--- src/sv/tmab_pkg.sv ---
`timescale 1ns / 1ps

package tmab_pkg;

   // Channel limits and rounding bias for the divide-by-255
   localparam logic [7:0]  CHANNEL_MAX = 8'd255;
   localparam logic [16:0] ROUND_BIAS  = 17'd128;

   // Shift values after reset
   localparam logic [4:0] RED_SHIFT_RESET   = 5'd16;
   localparam logic [4:0] GREEN_SHIFT_RESET = 5'd8;
   localparam logic [4:0] BLUE_SHIFT_RESET  = 5'd0;
   localparam logic [4:0] ALPHA_SHIFT_RESET = 5'd24;

   // Register index, taken from paddr[4:2]
   typedef enum logic [2:0] {
      REG_BLEND_ENABLE      = 3'd0,
      REG_ALPHA_TEST_ENABLE = 3'd1,
      REG_ALPHA_REFERENCE   = 3'd2,
      REG_RED_SHIFT         = 3'd3,
      REG_GREEN_SHIFT       = 3'd4,
      REG_BLUE_SHIFT        = 3'd5,
      REG_ALPHA_SHIFT       = 3'd6
   } reg_index_type;

   // Configuration seen by the pixel pipeline
   typedef struct packed {
      logic       blend_enable;
      logic       alpha_test_enable;
      logic [7:0] alpha_reference;
      logic [4:0] red_shift;
      logic [4:0] green_shift;
      logic [4:0] blue_shift;
      logic [4:0] alpha_shift;
   } cfg_type;

   // Rounded x / 255 for x up to 255*255
   function automatic logic [7:0] rdiv255(input logic [15:0] x);
      logic [16:0] y;
      logic [16:0] z;
      y = {1'b0, x} + ROUND_BIAS;
      z = y + (y >> 8);
      return z[15:8];
   endfunction

   // Byte of a word at a bit position; bits above 31 are lost
   function automatic logic [7:0] get_byte(input logic [31:0] word, input logic [4:0] sh);
      logic [31:0] t;
      t = word >> sh;
      return t[7:0];
   endfunction

   // Byte placed at a bit position; bits above 31 are lost
   function automatic logic [31:0] put_byte(input logic [7:0] v, input logic [4:0] sh);
      return {24'd0, v} << sh;
   endfunction

endpackage

--- src/sv/tmab_csr.sv ---
`timescale 1ns / 1ps

module tmab_csr (
   input  logic              clock,
   input  logic              reset,
   input  logic              psel,
   input  logic              penable,
   input  logic              pwrite,
   input  logic [4:0]        paddr,
   input  logic [31:0]       pwdata,
   output logic [31:0]       prdata,
   output logic              pready,
   output tmab_pkg::cfg_type cfg
);
   import tmab_pkg::*;

   cfg_type       cfg_ff;
   cfg_type       cfg_in;
   reg_index_type index;
   logic          write_hit;

   assign pready    = 1'b1;
   assign index     = reg_index_type'(paddr[4:2]);
   assign write_hit = psel && penable && pwrite && pready;
   assign cfg       = cfg_ff;

   // Register write decode; addresses past the list are ignored
   always_comb begin
      cfg_in = cfg_ff;
      if (write_hit) begin
         unique case (index)
            REG_BLEND_ENABLE:      cfg_in.blend_enable      = pwdata[0];
            REG_ALPHA_TEST_ENABLE: cfg_in.alpha_test_enable = pwdata[0];
            REG_ALPHA_REFERENCE:   cfg_in.alpha_reference   = pwdata[7:0];
            REG_RED_SHIFT:         cfg_in.red_shift         = pwdata[4:0];
            REG_GREEN_SHIFT:       cfg_in.green_shift       = pwdata[4:0];
            REG_BLUE_SHIFT:        cfg_in.blue_shift        = pwdata[4:0];
            REG_ALPHA_SHIFT:       cfg_in.alpha_shift       = pwdata[4:0];
            default:               cfg_in = cfg_ff;
         endcase
      end
   end

   always_ff @(posedge clock) begin
      if (reset) begin
         cfg_ff.blend_enable      <= 1'b0;
         cfg_ff.alpha_test_enable <= 1'b0;
         cfg_ff.alpha_reference   <= 8'd0;
         cfg_ff.red_shift         <= RED_SHIFT_RESET;
         cfg_ff.green_shift       <= GREEN_SHIFT_RESET;
         cfg_ff.blue_shift        <= BLUE_SHIFT_RESET;
         cfg_ff.alpha_shift       <= ALPHA_SHIFT_RESET;
      end else begin
         cfg_ff <= cfg_in;
      end
   end

   // Read mux
   always_comb begin
      prdata = 32'd0;
      unique case (index)
         REG_BLEND_ENABLE:      prdata = {31'd0, cfg_ff.blend_enable};
         REG_ALPHA_TEST_ENABLE: prdata = {31'd0, cfg_ff.alpha_test_enable};
         REG_ALPHA_REFERENCE:   prdata = {24'd0, cfg_ff.alpha_reference};
         REG_RED_SHIFT:         prdata = {27'd0, cfg_ff.red_shift};
         REG_GREEN_SHIFT:       prdata = {27'd0, cfg_ff.green_shift};
         REG_BLUE_SHIFT:        prdata = {27'd0, cfg_ff.blue_shift};
         REG_ALPHA_SHIFT:       prdata = {27'd0, cfg_ff.alpha_shift};
         default:               prdata = 32'd0;
      endcase
   end

endmodule

--- src/sv/texel_modulate_alpha_blend.sv ---
`timescale 1ns / 1ps
// Per-fragment color unit: texel modulation, alpha test, source-over blend.
//
// Request channel: drive start high with the req_ fields for one cycle per
// fragment. busy is always low, so a request is taken at every edge where
// start is high; one fragment per clock is sustained indefinitely.
// Response channel: rsp_valid is high for exactly one cycle per request,
// with rsp_write_enable and rsp_pixel_out. A request passes the stage 1, 2
// and 3 registers and then the response registers before rsp_valid shows it.
// Responses come out in request order. The receiver cannot stall.
// The four pipeline stages are: modulation multiplies and destination byte
// extract, divide-by-255 and alpha test, blend multiply-add, then the
// final divide-by-255 and channel packing.
// Configuration: APB-style port, register i at byte address 4*i, pready
// always high. Registers must only change while no request is in flight.
// Reset (synchronous) clears all pipeline valid bits and restores the
// register defaults (blending and alpha test off, shifts 16/8/0/24).
module texel_modulate_alpha_blend (
   input  logic        clock,
   input  logic        reset,
   // request channel
   input  logic        start,
   output logic        busy,
   input  logic        req_has_texel,
   input  logic [31:0] req_texel_word,
   input  logic [7:0]  req_colour_red,
   input  logic [7:0]  req_colour_green,
   input  logic [7:0]  req_colour_blue,
   input  logic [7:0]  req_colour_alpha,
   input  logic [31:0] req_dest_pixel,
   // response channel
   output logic        rsp_valid,
   output logic        rsp_write_enable,
   output logic [31:0] rsp_pixel_out,
   // configuration port
   input  logic        psel,
   input  logic        penable,
   input  logic        pwrite,
   input  logic [4:0]  paddr,
   input  logic [31:0] pwdata,
   output logic [31:0] prdata,
   output logic        pready
);
   import tmab_pkg::*;

   cfg_type cfg;

   tmab_csr u_csr (
      .clock   (clock),
      .reset   (reset),
      .psel    (psel),
      .penable (penable),
      .pwrite  (pwrite),
      .paddr   (paddr),
      .pwdata  (pwdata),
      .prdata  (prdata),
      .pready  (pready),
      .cfg     (cfg)
   );

   logic accept;
   assign busy   = 1'b0;
   assign accept = start && !busy;

   // Stage 1: modulation products, destination byte extract
   logic        s1_valid_ff;
   logic        s1_tex_ff;
   logic [15:0] s1_prod_ff [4];
   logic [7:0]  s1_col_ff  [4];
   logic [7:0]  s1_dst_ff  [3];
   logic [31:0] s1_dest_ff;

   always_ff @(posedge clock) begin
      if (reset) begin
         s1_valid_ff <= 1'b0;
      end else begin
         s1_valid_ff <= accept;
      end
   end

   always_ff @(posedge clock) begin
      s1_tex_ff     <= req_has_texel;
      s1_prod_ff[0] <= {8'd0, req_texel_word[7:0]}   * {8'd0, req_colour_red};
      s1_prod_ff[1] <= {8'd0, req_texel_word[15:8]}  * {8'd0, req_colour_green};
      s1_prod_ff[2] <= {8'd0, req_texel_word[23:16]} * {8'd0, req_colour_blue};
      s1_prod_ff[3] <= {8'd0, req_texel_word[31:24]} * {8'd0, req_colour_alpha};
      s1_col_ff[0]  <= req_colour_red;
      s1_col_ff[1]  <= req_colour_green;
      s1_col_ff[2]  <= req_colour_blue;
      s1_col_ff[3]  <= req_colour_alpha;
      s1_dst_ff[0]  <= get_byte(req_dest_pixel, cfg.red_shift);
      s1_dst_ff[1]  <= get_byte(req_dest_pixel, cfg.green_shift);
      s1_dst_ff[2]  <= get_byte(req_dest_pixel, cfg.blue_shift);
      s1_dest_ff    <= req_dest_pixel;
   end

   // Stage 2: source color, alpha test, blend decision
   logic        s2_valid_ff;
   logic        s2_drop_ff;
   logic        s2_drop_in;
   logic        s2_blend_ff;
   logic        s2_blend_in;
   logic [7:0]  s2_src_ff [4];
   logic [7:0]  s2_src_in [4];
   logic [7:0]  s2_dst_ff [3];
   logic [31:0] s2_dest_ff;

   always_comb begin
      for (int i = 0; i < 4; i++) begin
         s2_src_in[i] = s1_tex_ff ? rdiv255(s1_prod_ff[i]) : s1_col_ff[i];
      end
      s2_drop_in  = s1_tex_ff && cfg.alpha_test_enable
                    && (s2_src_in[3] == cfg.alpha_reference);
      s2_blend_in = cfg.blend_enable && (s2_src_in[3] != CHANNEL_MAX);
   end

   always_ff @(posedge clock) begin
      if (reset) begin
         s2_valid_ff <= 1'b0;
      end else begin
         s2_valid_ff <= s1_valid_ff;
      end
   end

   always_ff @(posedge clock) begin
      s2_drop_ff  <= s2_drop_in;
      s2_blend_ff <= s2_blend_in;
      s2_src_ff   <= s2_src_in;
      s2_dst_ff   <= s1_dst_ff;
      s2_dest_ff  <= s1_dest_ff;
   end

   // Stage 3: blend multiply-add; zero alpha under blending drops
   logic        s3_valid_ff;
   logic        s3_drop_ff;
   logic        s3_blend_ff;
   logic [7:0]  s3_src_ff [4];
   logic [15:0] s3_sum_ff [3];
   logic [31:0] s3_dest_ff;
   logic [7:0]  s3_inv_alpha;

   assign s3_inv_alpha = CHANNEL_MAX - s2_src_ff[3];

   always_ff @(posedge clock) begin
      if (reset) begin
         s3_valid_ff <= 1'b0;
      end else begin
         s3_valid_ff <= s2_valid_ff;
      end
   end

   always_ff @(posedge clock) begin
      s3_drop_ff  <= s2_drop_ff || (s2_blend_ff && (s2_src_ff[3] == 8'd0));
      s3_blend_ff <= s2_blend_ff;
      s3_src_ff   <= s2_src_ff;
      s3_dest_ff  <= s2_dest_ff;
      for (int i = 0; i < 3; i++) begin
         s3_sum_ff[i] <= {8'd0, s2_src_ff[i]} * {8'd0, s2_src_ff[3]}
                         + {8'd0, s2_dst_ff[i]} * {8'd0, s3_inv_alpha};
      end
   end

   // Stage 4: final divide, pack at the configured shifts
   logic        rsp_valid_ff;
   logic        rsp_write_enable_ff;
   logic [31:0] rsp_pixel_ff;
   logic [31:0] rsp_pixel_in;
   logic [7:0]  s4_chan [4];

   always_comb begin
      for (int i = 0; i < 3; i++) begin
         s4_chan[i] = s3_blend_ff ? rdiv255(s3_sum_ff[i]) : s3_src_ff[i];
      end
      s4_chan[3] = s3_blend_ff ? CHANNEL_MAX : s3_src_ff[3];
      if (s3_drop_ff) begin
         rsp_pixel_in = s3_dest_ff;
      end else begin
         rsp_pixel_in = put_byte(s4_chan[0], cfg.red_shift)
                        | put_byte(s4_chan[1], cfg.green_shift)
                        | put_byte(s4_chan[2], cfg.blue_shift)
                        | put_byte(s4_chan[3], cfg.alpha_shift);
      end
   end

   always_ff @(posedge clock) begin
      if (reset) begin
         rsp_valid_ff <= 1'b0;
      end else begin
         rsp_valid_ff <= s3_valid_ff;
      end
   end

   always_ff @(posedge clock) begin
      rsp_write_enable_ff <= !s3_drop_ff;
      rsp_pixel_ff        <= rsp_pixel_in;
   end

   assign rsp_valid        = rsp_valid_ff;
   assign rsp_write_enable = rsp_write_enable_ff;
   assign rsp_pixel_out    = rsp_pixel_ff;

`ifndef ASSERT_OFF
   // every accepted request enters the pipe
   a_accept_enters: assert property (@(posedge clock) disable iff (reset)
      !$past(reset) |-> (s1_valid_ff == $past(accept)))
      else $error("accepted request did not enter stage 1");

   // valid bits advance one stage per clock, none lost or duplicated
   a_valid_chain: assert property (@(posedge clock) disable iff (reset)
      (s2_valid_ff == $past(s1_valid_ff)) && (s3_valid_ff == $past(s2_valid_ff))
      && (rsp_valid == $past(s3_valid_ff)))
      else $error("pipeline valid bits out of step");

   // blending with zero source alpha must give a dropped response
   a_zero_alpha_drop: assert property (@(posedge clock) disable iff (reset)
      (s2_valid_ff && s2_blend_ff && (s2_src_ff[3] == 8'd0))
      |=> ##1 (rsp_valid && !rsp_write_enable))
      else $error("zero alpha blend was written");
`endif

endmodule
--- config.mk ---
export PLATFORM = sky130hd
export DESIGN_NAME = texel_modulate_alpha_blend
export DESIGN_NICKNAME = d
export VERILOG_FILES = /design/src/sv/tmab_pkg.sv /design/src/sv/tmab_csr.sv /design/src/sv/texel_modulate_alpha_blend.sv
export SDC_FILE = /design/constraint.sdc
export NUM_CORES = 2
export LEC_CHECK = 0
export ABC_AREA = 1
export BUFFER_PORTS_ARGS = -buffer_cell sky130_fd_sc_hd__clkbuf_2
export CAP_MARGIN = 20
export CORE_MARGIN = 3
export CORE_UTILIZATION = 30
export DETAILED_ROUTE_END_ITERATION = 8
export PLACE_DENSITY = 0.52
export SYNTH_ARGS = -nofsm -noshare
export SYNTH_HDL_FRONTEND = slang
export SYNTH_SLANG_ARGS = --single-unit
export TNS_END_PERCENT = 5
--- constraint.sdc ---
create_clock -name clock -period 7.4 [get_ports clock]
set_clock_uncertainty 0.15 [all_clocks]
set_input_delay 0.74 -clock clock [delete_from_list [all_inputs] [get_ports clock]]
set_output_delay 0.74 -clock clock [all_outputs]
set_load 0.1 [all_outputs]
==> results by group <==
Routing
  – DRC violations left: 0
  – Total wire length: 124 mm
  – 1st-pass router iterations: 6
  – Post-detailed-route via-to-cell ratio: 4.67
  – DR WL/cell: 16.5 um
  – Violation count after the first detailed-route iteration: 2388
  – Vias: 35.2k
  – Remaining antenna violation count after routing: 0

Floorplanning
  – Core box area: about 140000 um^2
  – Chip Width: between 300 and 400 um
  – Starting Density: 0.303
  – Die Footprint: 143000 um^2
  – Top-Level Pins: 208
  – Die Y: 379 um
  – FP Rows: 136

STA
  – Final setup TNS: 0 ns
  – Max Freq: 158 MHz
  – Measured slew at the worst slew-check pin: 1.02 ns
  – Max-slew headroom: 0.311
  – Final setup viols: 0
  – WHS: 0.0942 ns
  – Final period util: 0.853
  – Worst Slack Setup Final: 1.09 ns
  – Tmin final: 6.31 ns
  – Final Hold Viols: 0
  – RSZ-0062 raised after global routing: false
  – Final Max Slew Viols: 0

CTS
  – Clock buffer count from CTS: between 50 and 60
  – CTS root buffer: clkbuf_16
  – Hold_buf cts: 0
  – CTS tree: yes
  – H-tree levels: 2
  – Setup bufs post-CTS: 0
  – CTS Buffer Depth: 3
  – PostCTS Resize Cnt: 0
  – CTS clock-pin slew for the worst setup and hold paths: 0.06 ns
  – Clock latency on the worst-skew pair: 0.64 ns
  – Sink Count: 424

Worst setup path
  – Crit. End Element: flop
  – Crit-path max FO: 14
  – CP required: 7.75 ns
  – Setup CP Type: reg -> reg
  – Startpoint Class: flop
  – Worst Path Arrival: 6.66 ns
  – Slack of the worst reg-to-reg path: 1.09 ns

Yosys
  – Syn Area/Cell: 7.33 um^2
  – Gate Count Post-Synth: between 5k and 6k
  – Seq/Total Area, Yosys: 0.204
  – Distinct cell type count after synthesis: 56
  – FFs w/ async S/R, synth: 0
  – FF+latch count, synth: 424
  – Cell Area, Synth: 41700 um^2
  – Post-synth EDFFs: 0
  – Top post-synthesis cells by area: fa_1 21%, dfxtp_1 20%, ha_1 12%
  – Synth top area share: 0.208
  – Leading area contributor after synthesis: fa_1
  – Top FF cell, synth: dfxtp_1
  – YS warnings: 0

Placed design
  – Hpwl dp: ~100 mm
  – Pre-CTS setup slack: 1.10 ns
  – I/O Buffers: 155
  – Placed insts: 7424
  – Final Wtd Congestion: 0.927

Global routing
  – Overflow after GRT: 0
  – Largest net degree at the start of global routing: 70
  – All-Layer GR Usage: 0.173
  – M1 GR Usage: 0.234
  – First-pass GRT wire length: 195 mm
  – Busiest grt layer: met2
  – Antenna violations before repair: 12
  – Vias in the first global route: 35.0k
  – GRT met3 Usage: 0.0250
  – Met2 Track Usage GR: 0.287

Layout
  – Nets: 6649
  – Area grow syn2layout: 9.66%
  – Layout cells sized above 1: 0.0648
  – Non-filler cells, final: ~7.5k
  – Multi-input logic area: 27500 um^2
  – Register area: 8500 um^2
  – Commonest non-fill, non-tap cell in the layout: nand2_1
  – Most frequent cells in the layout: 1265 x nand2_1, 1197 x inv_1, 439 x nor2_1
  – FILL cells: between 10k and 15k

Run status
  – Status: complete, no violations

Worst hold path
  – Worst hold path class: in -> reg

Flow run
  – Max Cap Viol: 0
## metal layers
metal	part of all wire	wire length, um
met1	0.45	55900
met2	0.46	57000
met5	0.00022	27
met4	0.029	3620
met3	0.059	7370
## flip-flops by register name (all words and copies together) (netlist names)
signal / count
rsp_pixel_out: 32
rsp_valid: 1
rsp_write_enable: 1
s1_col_ff: 32
s1_dest_ff: 32
s1_dst_ff: 24
s1_prod_ff: 64
s1_tex_ff: 1
s1_valid_ff: 1
s2_blend_ff: 1
s2_dest_ff: 32
s2_drop_ff: 1
s2_dst_ff: 24
s2_src_ff: 32
s2_valid_ff: 1
s3_blend_ff: 1
s3_dest_ff: 32
s3_drop_ff: 1
s3_src_ff: 32
s3_sum_ff: 48
s3_valid_ff: 1
u_csr.cfg: 30
## area by class of cell
type / instances / share of cell area
Antenna cell: 5 / 0.000274
Clock buffer: 66 / 0.0305
Clock inverter: 29 / 0.00835
Inverter: 1212 / 0.0995
Multi-Input combinational cell: 3795 / 0.602
Sequential cell: 424 / 0.186
Tap cell: 1794 / 0.0491
Timing Repair Buffer: 199 / 0.0245
## per-stage QoR
step	util	area, um^2
final	0.332	45700
after global placement	0.319	43900
after floorplan	-	41800
after global routing	0.332	45700
after detailed placement	0.319	43900
after CTS	0.332	45700
## logic make-up (layout without fill, tap and decap cells)
group,count (synthesis),after routing,synth area share
other,2,34,0.000180
AO/OA/AOI/OAI,603,603,0.0805
adder cells (fa/ha/maj),825,825,0.326
XOR/XNOR,132,132,0.0277
multiplexers,32,32,0.00769
buffers and inverters,1492,1506,0.139
flip-flops,424,424,0.204
AND/OR/NAND/NOR,2174,2174,0.216
## cell usage after synthesis, types with 35 or more instances
| library cell | instances |
|---|---|
| nand4_1 | 49 |
| a21oi_1 | 177 |
| dfxtp_1 | 424 |
| nand3_1 | 306 |
| clkbuf_1 | 177 |
| fa_1 | 432 |
| nand2_1 | 1265 |
| o22ai_1 | 35 |
| inv_1 | 1197 |
| buf_2 | 36 |
| nor2_1 | 439 |
| xor2_1 | 98 |
| ha_1 | 393 |
| o21ai_0 | 288 |
## worst max-delay path, stage by stage, from the launching register on
cell,delay [ns]
dfxtp_1,0.78
clkinv_1,0.60
nand2_1,0.22
fa_1,0.19
inv_1,0.06
fa_1,0.47
inv_1,0.05
fa_1,0.52
inv_1,0.06
fa_1,0.39
fa_1,0.51
inv_1,0.05
fa_1,0.47
inv_1,0.04
ha_1,0.28
nand2_1,0.09
inv_1,0.04
nand4_1,0.08
o211ai_1,0.13
nand2_1,0.09
nand2_1,0.05
a21oi_1,0.20
o21ai_0,0.14
nand2_1,0.07
inv_1,0.05
o21ai_0,0.16
nand2_1,0.08
xor2_1,0.14
## final timing paths
check        cells past startpoint         startpoint                to
max                             27       s2_src_ff[3]  s3_sum_ff[0][31]
min                              1  req_dest_pixel[6]     s1_dest_ff[6]
max reg2reg                     27       s2_src_ff[3]  s3_sum_ff[0][31]
min reg2reg                      0     s2_dest_ff[31]    s3_dest_ff[31]
Power is left out: the tool's default activity adds up to more than one toggle a clock period on the data nets, which glitch-free logic cannot reach.
